--- src/rtl/assert_macros.svh ---
// ----------------------------------------------------------------------------
// assert_macros.svh
// Assertion macros used by the lexer RTL.
// ----------------------------------------------------------------------------
`ifndef ASSERT_MACROS_SVH
`define ASSERT_MACROS_SVH

`ifndef ASSERT_OFF

// clocked check with explicit clock and active-low reset
`define ASSERT_CLKD(label, clk, rst_n, prop) \
	label: assert property (@(posedge clk) disable iff (!rst_n) prop) \
		else $error("%m: check failed");

// clocked check on the house clock and reset
`define ASSERT_STD(label, prop) \
	`ASSERT_CLKD(label, clk, arst_n, prop)

`else

`define ASSERT_CLKD(label, clk, rst_n, prop)
`define ASSERT_STD(label, prop)

`endif

`endif

--- src/rtl/asmlex_pkg.sv ---
`timescale 1ns / 1ps
// ----------------------------------------------------------------------------
// asmlex_pkg
// Shared types, codes and constants of the assembly source lexer.
// ----------------------------------------------------------------------------
package asmlex_pkg;

	localparam int MAX_IDENT_CHARS_DEF = 8;
	localparam int POSITION_BITS_DEF   = 16;

	localparam logic [7:0] CH_TAB   = 8'h09;
	localparam logic [7:0] CH_NL    = 8'h0A;
	localparam logic [7:0] CH_SPACE = 8'h20;
	localparam logic [7:0] CH_LPAR  = 8'h28;
	localparam logic [7:0] CH_RPAR  = 8'h29;
	localparam logic [7:0] CH_COMMA = 8'h2C;
	localparam logic [7:0] CH_COLON = 8'h3A;
	localparam logic [7:0] CH_SEMI  = 8'h3B;
	localparam logic [7:0] CH_UPX   = 8'h58;
	localparam logic [7:0] CH_UNDER = 8'h5F;
	localparam logic [7:0] CH_LOWX  = 8'h78;

	typedef enum logic [3:0] {
		TK_IDENT   = 4'd0,
		TK_NEWLINE = 4'd1,
		TK_COLON   = 4'd2,
		TK_COMMA   = 4'd3,
		TK_NUMBER  = 4'd4,
		TK_OPEN    = 4'd5,
		TK_CLOSE   = 4'd6,
		TK_END     = 4'd7,
		TK_BAD     = 4'd8,
		TK_RANGE   = 4'd9
	} kind_t;

	typedef enum logic [2:0] {
		MD_IDLE    = 3'd0,
		MD_COMMENT = 3'd1,
		MD_IDENT   = 3'd2,
		MD_NUMBER  = 3'd3,
		MD_HALTED  = 3'd4
	} mode_t;

	typedef enum logic [1:0] {
		RDX_DEC = 2'd0,
		RDX_OCT = 2'd1,
		RDX_HEX = 2'd2
	} radix_t;

	typedef struct packed {
		logic       valid;
		logic [7:0] char_code;
		logic       eoi;
	} in_item_t;

	typedef struct packed {
		kind_t       kind;
		logic [15:0] line;
		logic [15:0] column;
		logic [30:0] value;
		logic [63:0] text;
		logic [3:0]  length;
		logic        trunc;
		logic        last;
	} token_t;

	typedef struct packed {
		logic [1:0] count;
		token_t     tok0;
		token_t     tok1;
	} push_t;

endpackage

--- src/rtl/asmlex_in_stage.sv ---
`timescale 1ns / 1ps
// ----------------------------------------------------------------------------
// asmlex_in_stage
// Input register for source bytes; refills in the cycle the lexer consumes.
// ----------------------------------------------------------------------------
module asmlex_in_stage import asmlex_pkg::*; (
	input  logic       clk,
	input  logic       arst_n,
	input  logic       s_tvalid,
	output logic       s_tready,
	input  logic [7:0] s_tdata,   // [7:0] char_code
	input  logic       s_tlast,
	input  logic       consume,
	output in_item_t   item
);

	logic       valid_s1;
	logic [7:0] char_s1;
	logic       eoi_s1;

	assign s_tready = !valid_s1 || consume;

	always_ff @(posedge clk or negedge arst_n) begin
		if (!arst_n) begin
			valid_s1 <= 1'b0;
		end else if (s_tready) begin
			valid_s1 <= s_tvalid;
		end
	end

	always_ff @(posedge clk) begin
		if (s_tvalid && s_tready) begin
			char_s1 <= s_tdata;
			eoi_s1  <= s_tlast;
		end
	end

	assign item = '{valid: valid_s1, char_code: char_s1, eoi: eoi_s1};

endmodule

--- src/rtl/asmlex_scan.sv ---
`timescale 1ns / 1ps
// ----------------------------------------------------------------------------
// asmlex_scan
// Lexer state and per-byte token logic; yields up to two tokens per byte.
// ----------------------------------------------------------------------------
module asmlex_scan import asmlex_pkg::*; #(
	parameter int MAX_IDENT_CHARS = MAX_IDENT_CHARS_DEF,
	parameter int POSITION_BITS   = POSITION_BITS_DEF
) (
	input  logic       clk,
	input  logic       arst_n,
	input  in_item_t   item,
	input  logic [1:0] room,
	output logic       consume,
	output push_t      push
);

	localparam int NB = 8 * MAX_IDENT_CHARS;
	localparam int EW = (POSITION_BITS > 16) ? POSITION_BITS : 17;
	localparam logic [POSITION_BITS-1:0] POS_ONE = POSITION_BITS'(1);
	localparam logic [POSITION_BITS-1:0] POS_MAX = '1;
	localparam logic [34:0] VALUE_MAX = 35'h07FFFFFFF;

	mode_t                    mode_q, mode_d;
	logic [POSITION_BITS-1:0] line_q, line_d, col_q, col_d;
	logic [POSITION_BITS-1:0] sline_q, sline_d, scol_q, scol_d;
	logic [NB-1:0]            name_q, name_d;
	logic [3:0]               cnt_q, cnt_d;
	logic                     ovf_q, ovf_d;
	logic [30:0]              acc_q, acc_d;
	radix_t                   radix_q, radix_d;
	logic                     first_q, first_d;
	logic                     halted_q, halted_d;
	logic                     big_q, big_d;

	logic [7:0] c;
	logic       eoi;
	logic       is_blank, is_semi, is_alpha, is_digit, is_start, is_word;
	logic       is_nl, is_xchar, is_hexl, num_char;
	logic [3:0] dv;
	logic       dv_ok, dig_ok;
	logic [34:0] acc_x, dv_x, v8, v10, v16, v_sel;
	mode_t      fresh_mode;
	kind_t      fresh_kind;
	logic       pend, run_fresh, go_halt, fresh_emit, femit;
	logic [1:0] n_tok;
	token_t     ptok, ftok;

	function automatic logic [15:0] clip16(input logic [POSITION_BITS-1:0] p);
		logic [EW-1:0] e;
		e = EW'(p);
		return (e > EW'(65535)) ? 16'hFFFF : e[15:0];
	endfunction

	assign c   = item.char_code;
	assign eoi = item.eoi;

	// character classes
	assign is_blank = (c == CH_SPACE) || (c == CH_TAB);
	assign is_semi  = (c == CH_SEMI);
	assign is_nl    = (c == CH_NL);
	assign is_alpha = (c >= 8'h61 && c <= 8'h7A) || (c >= 8'h41 && c <= 8'h5A);
	assign is_digit = (c >= 8'h30 && c <= 8'h39);
	assign is_start = is_alpha || (c == CH_UNDER);
	assign is_word  = is_start || is_digit;
	assign is_xchar = (c == CH_LOWX) || (c == CH_UPX);
	assign is_hexl  = (c >= 8'h61 && c <= 8'h66) || (c >= 8'h41 && c <= 8'h46);
	assign num_char = is_digit || is_hexl || is_xchar;

	always_comb begin
		dv    = 4'd0;
		dv_ok = 1'b1;
		if (is_digit) begin
			dv = 4'(c - 8'h30);
		end else if (c >= 8'h61 && c <= 8'h66) begin
			dv = 4'(c - 8'h57);
		end else if (c >= 8'h41 && c <= 8'h46) begin
			dv = 4'(c - 8'h37);
		end else begin
			dv_ok = 1'b0;
		end
	end

	always_comb begin
		case (radix_q)
			RDX_HEX: dig_ok = dv_ok;
			RDX_OCT: dig_ok = dv_ok && (dv <= 4'd7);
			default: dig_ok = dv_ok && (dv <= 4'd9);
		endcase
	end

	assign acc_x = 35'(acc_q);
	assign dv_x  = 35'(dv);
	assign v8    = (acc_x << 3) + dv_x;
	assign v10   = (acc_x << 3) + (acc_x << 1) + dv_x;
	assign v16   = (acc_x << 4) + dv_x;

	always_comb begin
		case (radix_q)
			RDX_HEX: v_sel = v16;
			RDX_OCT: v_sel = v8;
			default: v_sel = v10;
		endcase
	end

	always_comb begin
		fresh_kind = TK_BAD;
		if (is_nl) fresh_kind = TK_NEWLINE;
		else if (c == CH_COLON) fresh_kind = TK_COLON;
		else if (c == CH_COMMA) fresh_kind = TK_COMMA;
		else if (c == CH_LPAR) fresh_kind = TK_OPEN;
		else if (c == CH_RPAR) fresh_kind = TK_CLOSE;
	end

	always_comb begin
		if (is_blank) fresh_mode = MD_IDLE;
		else if (is_semi) fresh_mode = MD_COMMENT;
		else if (is_start) fresh_mode = MD_IDENT;
		else if (is_digit) fresh_mode = MD_NUMBER;
		else if (fresh_kind != TK_BAD) fresh_mode = MD_IDLE;
		else fresh_mode = MD_HALTED;
	end

	// control decode
	always_comb begin
		pend      = 1'b0;
		run_fresh = 1'b0;
		go_halt   = 1'b0;
		if (eoi) begin
			pend = (mode_q == MD_IDENT) || (mode_q == MD_NUMBER);
		end else begin
			unique case (mode_q)
				MD_HALTED: ;
				MD_COMMENT: run_fresh = is_nl;
				MD_IDENT: begin
					pend      = !is_word;
					run_fresh = !is_word;
				end
				MD_NUMBER: begin
					if (!num_char) begin
						pend      = 1'b1;
						go_halt   = big_q;
						run_fresh = !big_q;
					end
				end
				MD_IDLE: run_fresh = 1'b1;
				default: ;
			endcase
		end
	end

	// next mode
	always_comb begin
		if (eoi) mode_d = MD_IDLE;
		else if (run_fresh) mode_d = fresh_mode;
		else if (go_halt) mode_d = MD_HALTED;
		else mode_d = mode_q;
	end

	assign fresh_emit = run_fresh && !is_blank && !is_semi && !is_start && !is_digit;
	assign femit      = eoi || fresh_emit;
	assign n_tok      = {1'b0, pend} + {1'b0, femit};
	assign consume    = item.valid && (n_tok <= room);

	always_comb begin
		ptok        = '0;
		ptok.kind   = (mode_q == MD_IDENT) ? TK_IDENT : (big_q ? TK_RANGE : TK_NUMBER);
		ptok.line   = clip16(sline_q);
		ptok.column = clip16(scol_q);
		ptok.last   = !femit;
		if (mode_q == MD_IDENT) begin
			ptok.text   = 64'(name_q);
			ptok.length = cnt_q;
			ptok.trunc  = ovf_q;
		end else if (!big_q) begin
			ptok.value = acc_q;
		end
		ftok        = '0;
		ftok.kind   = eoi ? TK_END : fresh_kind;
		ftok.line   = clip16(line_q);
		ftok.column = clip16(col_q);
		ftok.last   = 1'b1;
	end

	assign push = '{count: n_tok, tok0: (pend ? ptok : ftok), tok1: ftok};

	// datapath next values
	always_comb begin
		line_d   = line_q;
		col_d    = col_q;
		sline_d  = sline_q;
		scol_d   = scol_q;
		name_d   = name_q;
		cnt_d    = cnt_q;
		ovf_d    = ovf_q;
		acc_d    = acc_q;
		radix_d  = radix_q;
		first_d  = first_q;
		halted_d = halted_q;
		big_d    = big_q;
		if (eoi) begin
			line_d   = POS_ONE;
			col_d    = POS_ONE;
			sline_d  = '0;
			scol_d   = '0;
			name_d   = '0;
			cnt_d    = '0;
			ovf_d    = 1'b0;
			acc_d    = '0;
			radix_d  = RDX_DEC;
			first_d  = 1'b0;
			halted_d = 1'b0;
			big_d    = 1'b0;
		end else begin
			if (mode_q == MD_IDENT && is_word) begin
				if (cnt_q < 4'(MAX_IDENT_CHARS)) begin
					for (int i = 0; i < MAX_IDENT_CHARS; i++) begin
						if (cnt_q == 4'(i)) name_d[8*i +: 8] = c;
					end
					cnt_d = cnt_q + 4'd1;
				end else begin
					ovf_d = 1'b1;
				end
			end
			if (mode_q == MD_NUMBER && num_char) begin
				if (first_q && radix_q == RDX_OCT && is_xchar) begin
					radix_d = RDX_HEX;
					first_d = 1'b0;
				end else begin
					first_d = 1'b0;
					if (!halted_q && !big_q) begin
						if (!dig_ok) halted_d = 1'b1;
						else if (v_sel > VALUE_MAX) big_d = 1'b1;
						else acc_d = v_sel[30:0];
					end
				end
			end
			if (run_fresh && (is_start || is_digit)) begin
				sline_d = line_q;
				scol_d  = col_q;
			end
			if (run_fresh && is_start) begin
				name_d = NB'(c);
				cnt_d  = 4'd1;
				ovf_d  = 1'b0;
			end
			if (run_fresh && is_digit) begin
				acc_d    = 31'(dv);
				radix_d  = (c == 8'h30) ? RDX_OCT : RDX_DEC;
				first_d  = 1'b1;
				halted_d = 1'b0;
				big_d    = 1'b0;
			end
			if (is_nl) begin
				if (line_q != POS_MAX) line_d = line_q + POS_ONE;
				col_d = POS_ONE;
			end else if (col_q != POS_MAX) begin
				col_d = col_q + POS_ONE;
			end
		end
	end

	always_ff @(posedge clk or negedge arst_n) begin
		if (!arst_n) begin
			mode_q   <= MD_IDLE;
			line_q   <= POS_ONE;
			col_q    <= POS_ONE;
			sline_q  <= '0;
			scol_q   <= '0;
			name_q   <= '0;
			cnt_q    <= '0;
			ovf_q    <= 1'b0;
			acc_q    <= '0;
			radix_q  <= RDX_DEC;
			first_q  <= 1'b0;
			halted_q <= 1'b0;
			big_q    <= 1'b0;
		end else if (consume) begin
			mode_q   <= mode_d;
			line_q   <= line_d;
			col_q    <= col_d;
			sline_q  <= sline_d;
			scol_q   <= scol_d;
			name_q   <= name_d;
			cnt_q    <= cnt_d;
			ovf_q    <= ovf_d;
			acc_q    <= acc_d;
			radix_q  <= radix_d;
			first_q  <= first_d;
			halted_q <= halted_d;
			big_q    <= big_d;
		end
	end

endmodule

--- src/rtl/asmlex_result_q.sv ---
`timescale 1ns / 1ps
// ----------------------------------------------------------------------------
// asmlex_result_q
// Two-slot result register; slot 0 drives the output stream.
// ----------------------------------------------------------------------------
`include "assert_macros.svh"

module asmlex_result_q import asmlex_pkg::*; (
	input  logic         clk,
	input  logic         arst_n,
	input  logic         push_en,
	input  push_t        push,
	output logic [1:0]   room,
	output logic         m_tvalid,
	input  logic         m_tready,
	output logic [135:0] m_tdata,  // line, column, value, ident_text, ident_length,
	                               // ident_truncated, zero pad
	output logic [3:0]   m_tuser,  // token_kind
	output logic         m_tlast
);

	logic [1:0] count_q, count_d, rem;
	token_t     slot0_q, slot1_q, slot0_d, slot1_d;
	logic       pop;
	logic [1:0] n_push;

	assign pop      = m_tvalid && m_tready;
	assign m_tvalid = (count_q != 2'd0);
	assign room     = 2'd2 - count_q;
	assign n_push   = push_en ? push.count : 2'd0;

	always_comb begin
		rem     = count_q - {1'b0, pop};
		slot0_d = pop ? slot1_q : slot0_q;
		slot1_d = slot1_q;
		if (n_push != 2'd0) begin
			if (rem == 2'd0) slot0_d = push.tok0;
			else slot1_d = push.tok0;
		end
		if (n_push == 2'd2) slot1_d = push.tok1;
		count_d = rem + n_push;
	end

	always_ff @(posedge clk or negedge arst_n) begin
		if (!arst_n) begin
			count_q <= 2'd0;
		end else begin
			count_q <= count_d;
		end
	end

	always_ff @(posedge clk) begin
		slot0_q <= slot0_d;
		slot1_q <= slot1_d;
	end

	assign m_tdata = {4'b0, slot0_q.trunc, slot0_q.length, slot0_q.text, slot0_q.value,
		slot0_q.column, slot0_q.line};
	assign m_tuser = slot0_q.kind;
	assign m_tlast = slot0_q.last;

	`ASSERT_STD(a_count_max, count_q <= 2'd2)
	`ASSERT_STD(a_no_overflow, ({1'b0, n_push} + {1'b0, count_q}) <= 3'd2)
	`ASSERT_STD(a_drain, (count_q == 2'd1 && pop && n_push == 2'd0) |=> !m_tvalid)
	`ASSERT_STD(a_pair_order, (n_push == 2'd2) |-> (!push.tok0.last && push.tok1.last))

endmodule

--- src/rtl/assembler_lexer.sv ---
`timescale 1ns / 1ps
// ----------------------------------------------------------------------------
// assembler_lexer
// Assembly source lexer: source bytes in, positioned tokens out.
// ----------------------------------------------------------------------------
// One source byte per cycle while the result register has room. A byte is
// registered, then lexed, and its tokens land in a two-slot result register,
// from which the first token is offered on the output stream.
// A byte is taken only when the result register has room for all of its
// tokens. A byte that closes an identifier or in-range number and is itself a
// token yields two tokens, as does end of input with a token pending. Such a
// byte behind a waiting token holds the input until both slots are free. End
// of input (s_tlast) flushes a pending token, sends the end token and returns
// the position to line 1, column 1. After a bad byte or an out-of-range
// number the lexer sends nothing more until end of input. No clearing pass
// after reset.
// ----------------------------------------------------------------------------
module assembler_lexer import asmlex_pkg::*; #(
	parameter int MAX_IDENT_CHARS = MAX_IDENT_CHARS_DEF,
	parameter int POSITION_BITS   = POSITION_BITS_DEF
) (
	input  logic         clk,
	input  logic         arst_n,
	input  logic         s_tvalid,
	output logic         s_tready,
	input  logic [7:0]   s_tdata,   // [7:0] char_code
	input  logic         s_tlast,   // end_of_input
	output logic         m_tvalid,
	input  logic         m_tready,
	output logic [135:0] m_tdata,   // [15:0] line, [31:16] column, [62:32] value,
	                                // [126:63] ident_text, [130:127] ident_length,
	                                // [131] ident_truncated, [135:132] zero
	output logic [3:0]   m_tuser,   // [3:0] token_kind
	output logic         m_tlast    // last_of_run
);

	in_item_t   item;
	logic       consume;
	logic [1:0] room;
	push_t      push;

	asmlex_in_stage u_in (
		.clk      (clk),
		.arst_n   (arst_n),
		.s_tvalid (s_tvalid),
		.s_tready (s_tready),
		.s_tdata  (s_tdata),
		.s_tlast  (s_tlast),
		.consume  (consume),
		.item     (item)
	);

	asmlex_scan #(
		.MAX_IDENT_CHARS (MAX_IDENT_CHARS),
		.POSITION_BITS   (POSITION_BITS)
	) u_scan (
		.clk     (clk),
		.arst_n  (arst_n),
		.item    (item),
		.room    (room),
		.consume (consume),
		.push    (push)
	);

	asmlex_result_q u_res (
		.clk      (clk),
		.arst_n   (arst_n),
		.push_en  (consume),
		.push     (push),
		.room     (room),
		.m_tvalid (m_tvalid),
		.m_tready (m_tready),
		.m_tdata  (m_tdata),
		.m_tuser  (m_tuser),
		.m_tlast  (m_tlast)
	);

endmodule

--- config.mk ---
export PLATFORM = sky130hd
export DESIGN_NAME = assembler_lexer
export DESIGN_NICKNAME = d
export VERILOG_FILES = /design/src/rtl/asmlex_pkg.sv /design/src/rtl/asmlex_in_stage.sv /design/src/rtl/asmlex_scan.sv /design/src/rtl/asmlex_result_q.sv /design/src/rtl/assembler_lexer.sv
export VERILOG_INCLUDE_DIRS = /design/src /design/src/rtl
export SDC_FILE = /design/constraint.sdc
export NUM_CORES = 1
export LEC_CHECK = 0
export BUFFER_PORTS_ARGS = -buffer_cell sky130_fd_sc_hd__buf_4
export CAP_MARGIN = 10
export CORE_MARGIN = 5
export CORE_UTILIZATION = 30
export DETAILED_ROUTE_END_ITERATION = 6
export HOLD_SLACK_MARGIN = 0.06
export SLEW_MARGIN = 20
export SYNTH_ARGS = -nofsm -noshare
export SYNTH_HDL_FRONTEND = slang
export SYNTH_SLANG_ARGS = --single-unit
--- constraint.sdc ---
create_clock -name clk -period 12.6 [get_ports clk]
set_input_delay 2.52 -clock clk [delete_from_list [all_inputs] [get_ports clk]]
set_output_delay 2.52 -clock clk [all_outputs]
set_load 0.02 [all_outputs]
==> results_dict.tcl <==
set metrics [dict create \
    gr-total-overflow 0 \
    fp.dieH_microns 287 \
    syn_avg_cell_area_sq_um 8.71 \
    yosysWarningCount 0 \
    relSlewSlack 0.273 \
    n_antenna_cell 0 \
    grt_usage 0.158 \
    worstPathRequired_ns 10.08 \
    end_kind "primary output" \
    synth-main-ff-cell "dfxtp_1" \
    rsz0062_at_grt "no" \
    synthXorXnorAreaFrac 0.0267 \
    worstSkewPairLatency_ns 0.63 \
    status "complete, no violations" \
    fmax_mhz 130 \
    routed_via_density 5.22 \
    route.vias.total 19400 \
    ant_nets 0 \
    drive_above_1_share 0.121 \
    cts_root_buf "clkbuf_16" \
    finalSetupViolations 0 \
    critPathLaunchType "register" \
    cts_resized 0 \
    fillerInstances 7793 \
    dr.pass1.iters 5 \
    netlist.area_leader.share 0.207 \
    finClkSkew_ns 0.0401 \
    layout.cells.non_filler 3720 \
    cpPeakStageDelay_ns 0.76 \
    postCtsSetupRepairBufs 0 \
    routed_wl_microns 67700 \
    die_w_microns 287 \
    slew_violations 0 \
    h-tree-depth 2 \
    crit_fanout 39 \
    synth-simple-area-share 0.188 \
    rows 101 \
    layout_commonest_cell "nand2_1" \
    syn_to_final_growth_pct 15.4 \
    cts.clk_slew.worst_paths_ns 0.06 \
    yosys.area_share.adder 0.0459 \
    period_minus_slack_ns 7.70 \
    synth_top_family_by_area "compound AO/OA/AOI/OAI gates" \
    cts_tree "done" \
    synth_edf_count 45 \
    whs_ns 0.428 \
    ioPinCount 156 \
    arrival_ns 5.18 \
    hpwlAfterDp_microns 42600 \
    netlist_instances 2636 \
    leakage_nw 10.8 \
    ys_seq_area_frac 0.457 \
    path_class "reg -> out" \
    synthTopCellsByArea "dfxtp_1, dfrtp_1, nand2_1" \
    crit_path_cell_trace "inv_1 > ha_1 > nor2b_1 > o311ai_1 > and3_1 > nand2_1 > nand2_1 > o21ai_2 > inv_1 > buf_4 > ha_1 > ha_1 > nor2b_1 > o21ai_0 > inv_1 > nand2_1 > buf_4" \
    place_congestion 0.847 \
    clock_sinks 458 \
    max-vdd-ir-drop_uv 263 \
    hold_viol 0 \
    postCtsHoldBufs 0 \
    hold_path_class "reg -> reg" \
    dieArea_sq_mm 0.0822 \
    fin_setup_tns_ns 0 \
    muxShareOfSynthArea 0.00583 \
    grt_pass1_vias 18500 \
    drtIter0Drc 1651 \
    fin_crit_sh 0.611 \
    dp_cells 3626 \
    tightest_slew_ns 1.09 \
    antenna_found_initial 1 \
    grt_max_degree 95 \
    post-synth-top-area-cell "dfxtp_1" \
    synth.distinct_cells 89 \
    grt_pass1_wl_microns 107000 \
    wl_per_cell_microns 18.2 \
    clock_path_buffers 3 \
    final_cell_mix "nand2_1, a21oi_1, dfxtp_1" \
    power_density_mw_per_mm2 213 \
    start_util 0.302 \
    cts_buffers 50 \
    synth-seq-cells 458 \
    async_flop_share 0.382 \
    cpMaxStageDelayCell "edfxtp_1" \
    synth_compound_area_frac 0.226 \
    coreArea_sq_mm 0.0759 \
    fin_nets 2744 \
    maxCapViolCount 0 \
    drc_errors 0 \
    synth_area_sq_mm 0.0230 \
    numPortBuffers 151 \
]
routing by layer:
metal  vias to the layer above  track usage  routed length (microns)  share of wire
met4                         0       0.0444                     1660          0.024
li1                       9424            -                        -              -
met3                        81       0.0260                     3790          0.056
met1                      9407        0.223                    31400           0.46
met2                       524        0.252                    30900           0.46
met5                         -            0                        0              0
metrics by stage:
stage / cell area [sq um] / util / power (mW) / setup WS (ns)
2_1_floorplan: 23000 / - / 3.35 / 6.39
3_3_place_gp: 24700 / 0.325 / 4.12 / 5.67
3_5_place_dp: 24700 / 0.325 / 4.14 / 5.60
4_1_cts: 26500 / 0.349 / 5.71 / 4.92
5_1_grt: 26500 / 0.349 / 5.99 / 4.53
6_report: 26500 / 0.349 / 5.65 / 4.90
logic make-up after synthesis:
family          after synthesis
other cells                   1
fa+ha+maj                    83
xor+xnor                     70
mux                          12
buf+inv                     274
compound gates              801
simple gates                937
flops                       458
final timing paths:
kind	startpoint	to	slack, ns	cells after the start
setup / recovery	u_in.char_s1[0]	s_tready	4.90	17
hold / removal	u_res.slot1_q[1]	u_res.m_tdata[131]	0.43	2
setup reg to reg	u_in.char_s1[0]	u_res.m_tdata[42]	5.56	22
hold reg to reg	u_res.slot1_q[1]	u_res.m_tdata[131]	0.43	2
max in group asynchronous	arst_n	u_scan.sline_q[13]	9.44	2
min in group asynchronous	arst_n	u_scan.name_q[9]	1.80	1
registers in the layout, summed over array words and instances, names as in the netlist:
name / flops
u_res.m_tdata: 132
u_res.count_q: 2
u_in.valid_s1: 1
u_res.slot1_q: 137
u_scan.cnt_q: 4
u_scan.big_q: 1
u_scan.name_q: 64
u_res.m_tlast: 1
u_scan.acc_q: 31
u_in.eoi_s1: 1
u_res.m_tuser: 4
u_scan.col_q: 16
u_scan.scol_q: 16
u_scan.ovf_q: 1
u_scan.radix_q: 2
u_scan.halted_q: 1
u_scan.sline_q: 16
u_scan.first_q: 1
u_scan.line_q: 16
u_scan.mode_q: 3
u_in.char_s1: 8
where the power goes:
part	total (mW)	switching, mW	internal [mW]
registers	2.04	0.233	1.80
logic	2.06	1.46	0.604
clock network	1.56	0.637	0.920
total	5.65	2.33	3.33
synth_stat cells (5+ instances only):
| cell | instances |
|---|---|
| buf_2 | 53 |
| o211ai_1 | 10 |
| a21oi_1 | 263 |
| a21o_1 | 15 |
| xor2_1 | 40 |
| ha_1 | 81 |
| and2_1 | 44 |
| o2bb2ai_2 | 10 |
| xnor2_1 | 30 |
| buf_1 | 20 |
| o31ai_1 | 6 |
| mux2_2 | 11 |
| nand3b_1 | 8 |
| nor3_1 | 15 |
| buf_4 | 7 |
| nor2b_1 | 11 |
| inv_1 | 50 |
| nand3_1 | 139 |
| and3_1 | 22 |
| o21ai_0 | 133 |
| nand2b_1 | 40 |
| clkbuf_1 | 140 |
| o2bb2ai_1 | 17 |
| or3_1 | 10 |
| dfrtp_1 | 173 |
| a22o_1 | 73 |
| nor2_1 | 68 |
| a211oi_1 | 39 |
| nor4_1 | 5 |
| o22ai_1 | 6 |
| nand4_1 | 19 |
| edfxtp_1 | 45 |
| a31oi_1 | 149 |
| o21a_1 | 8 |
| nand2_1 | 521 |
| dfxtp_1 | 238 |
| a221o_1 | 20 |
final cells by class:
class,instances,area (sq um),area share
Timing Repair Buffer,181,1370,0.0515
Clock inverter,16,224,0.00845
Tap cell,1030,1290,0.0486
Sequential cell,458,10500,0.396
Multi-Input combinational cell,1907,11400,0.429
Clock buffer,78,1560,0.0589
Inverter,50,190,0.00717
critical path, delay by kind of cell (launching register included):
family	cells	cell delay, ns
compound gates	3	0.98
buf+inv	5	0.94
flops	1	0.76
simple gates	6	1.03
fa+ha+maj	3	0.86
No activity file was read; power rests on OpenSTA's default activity.
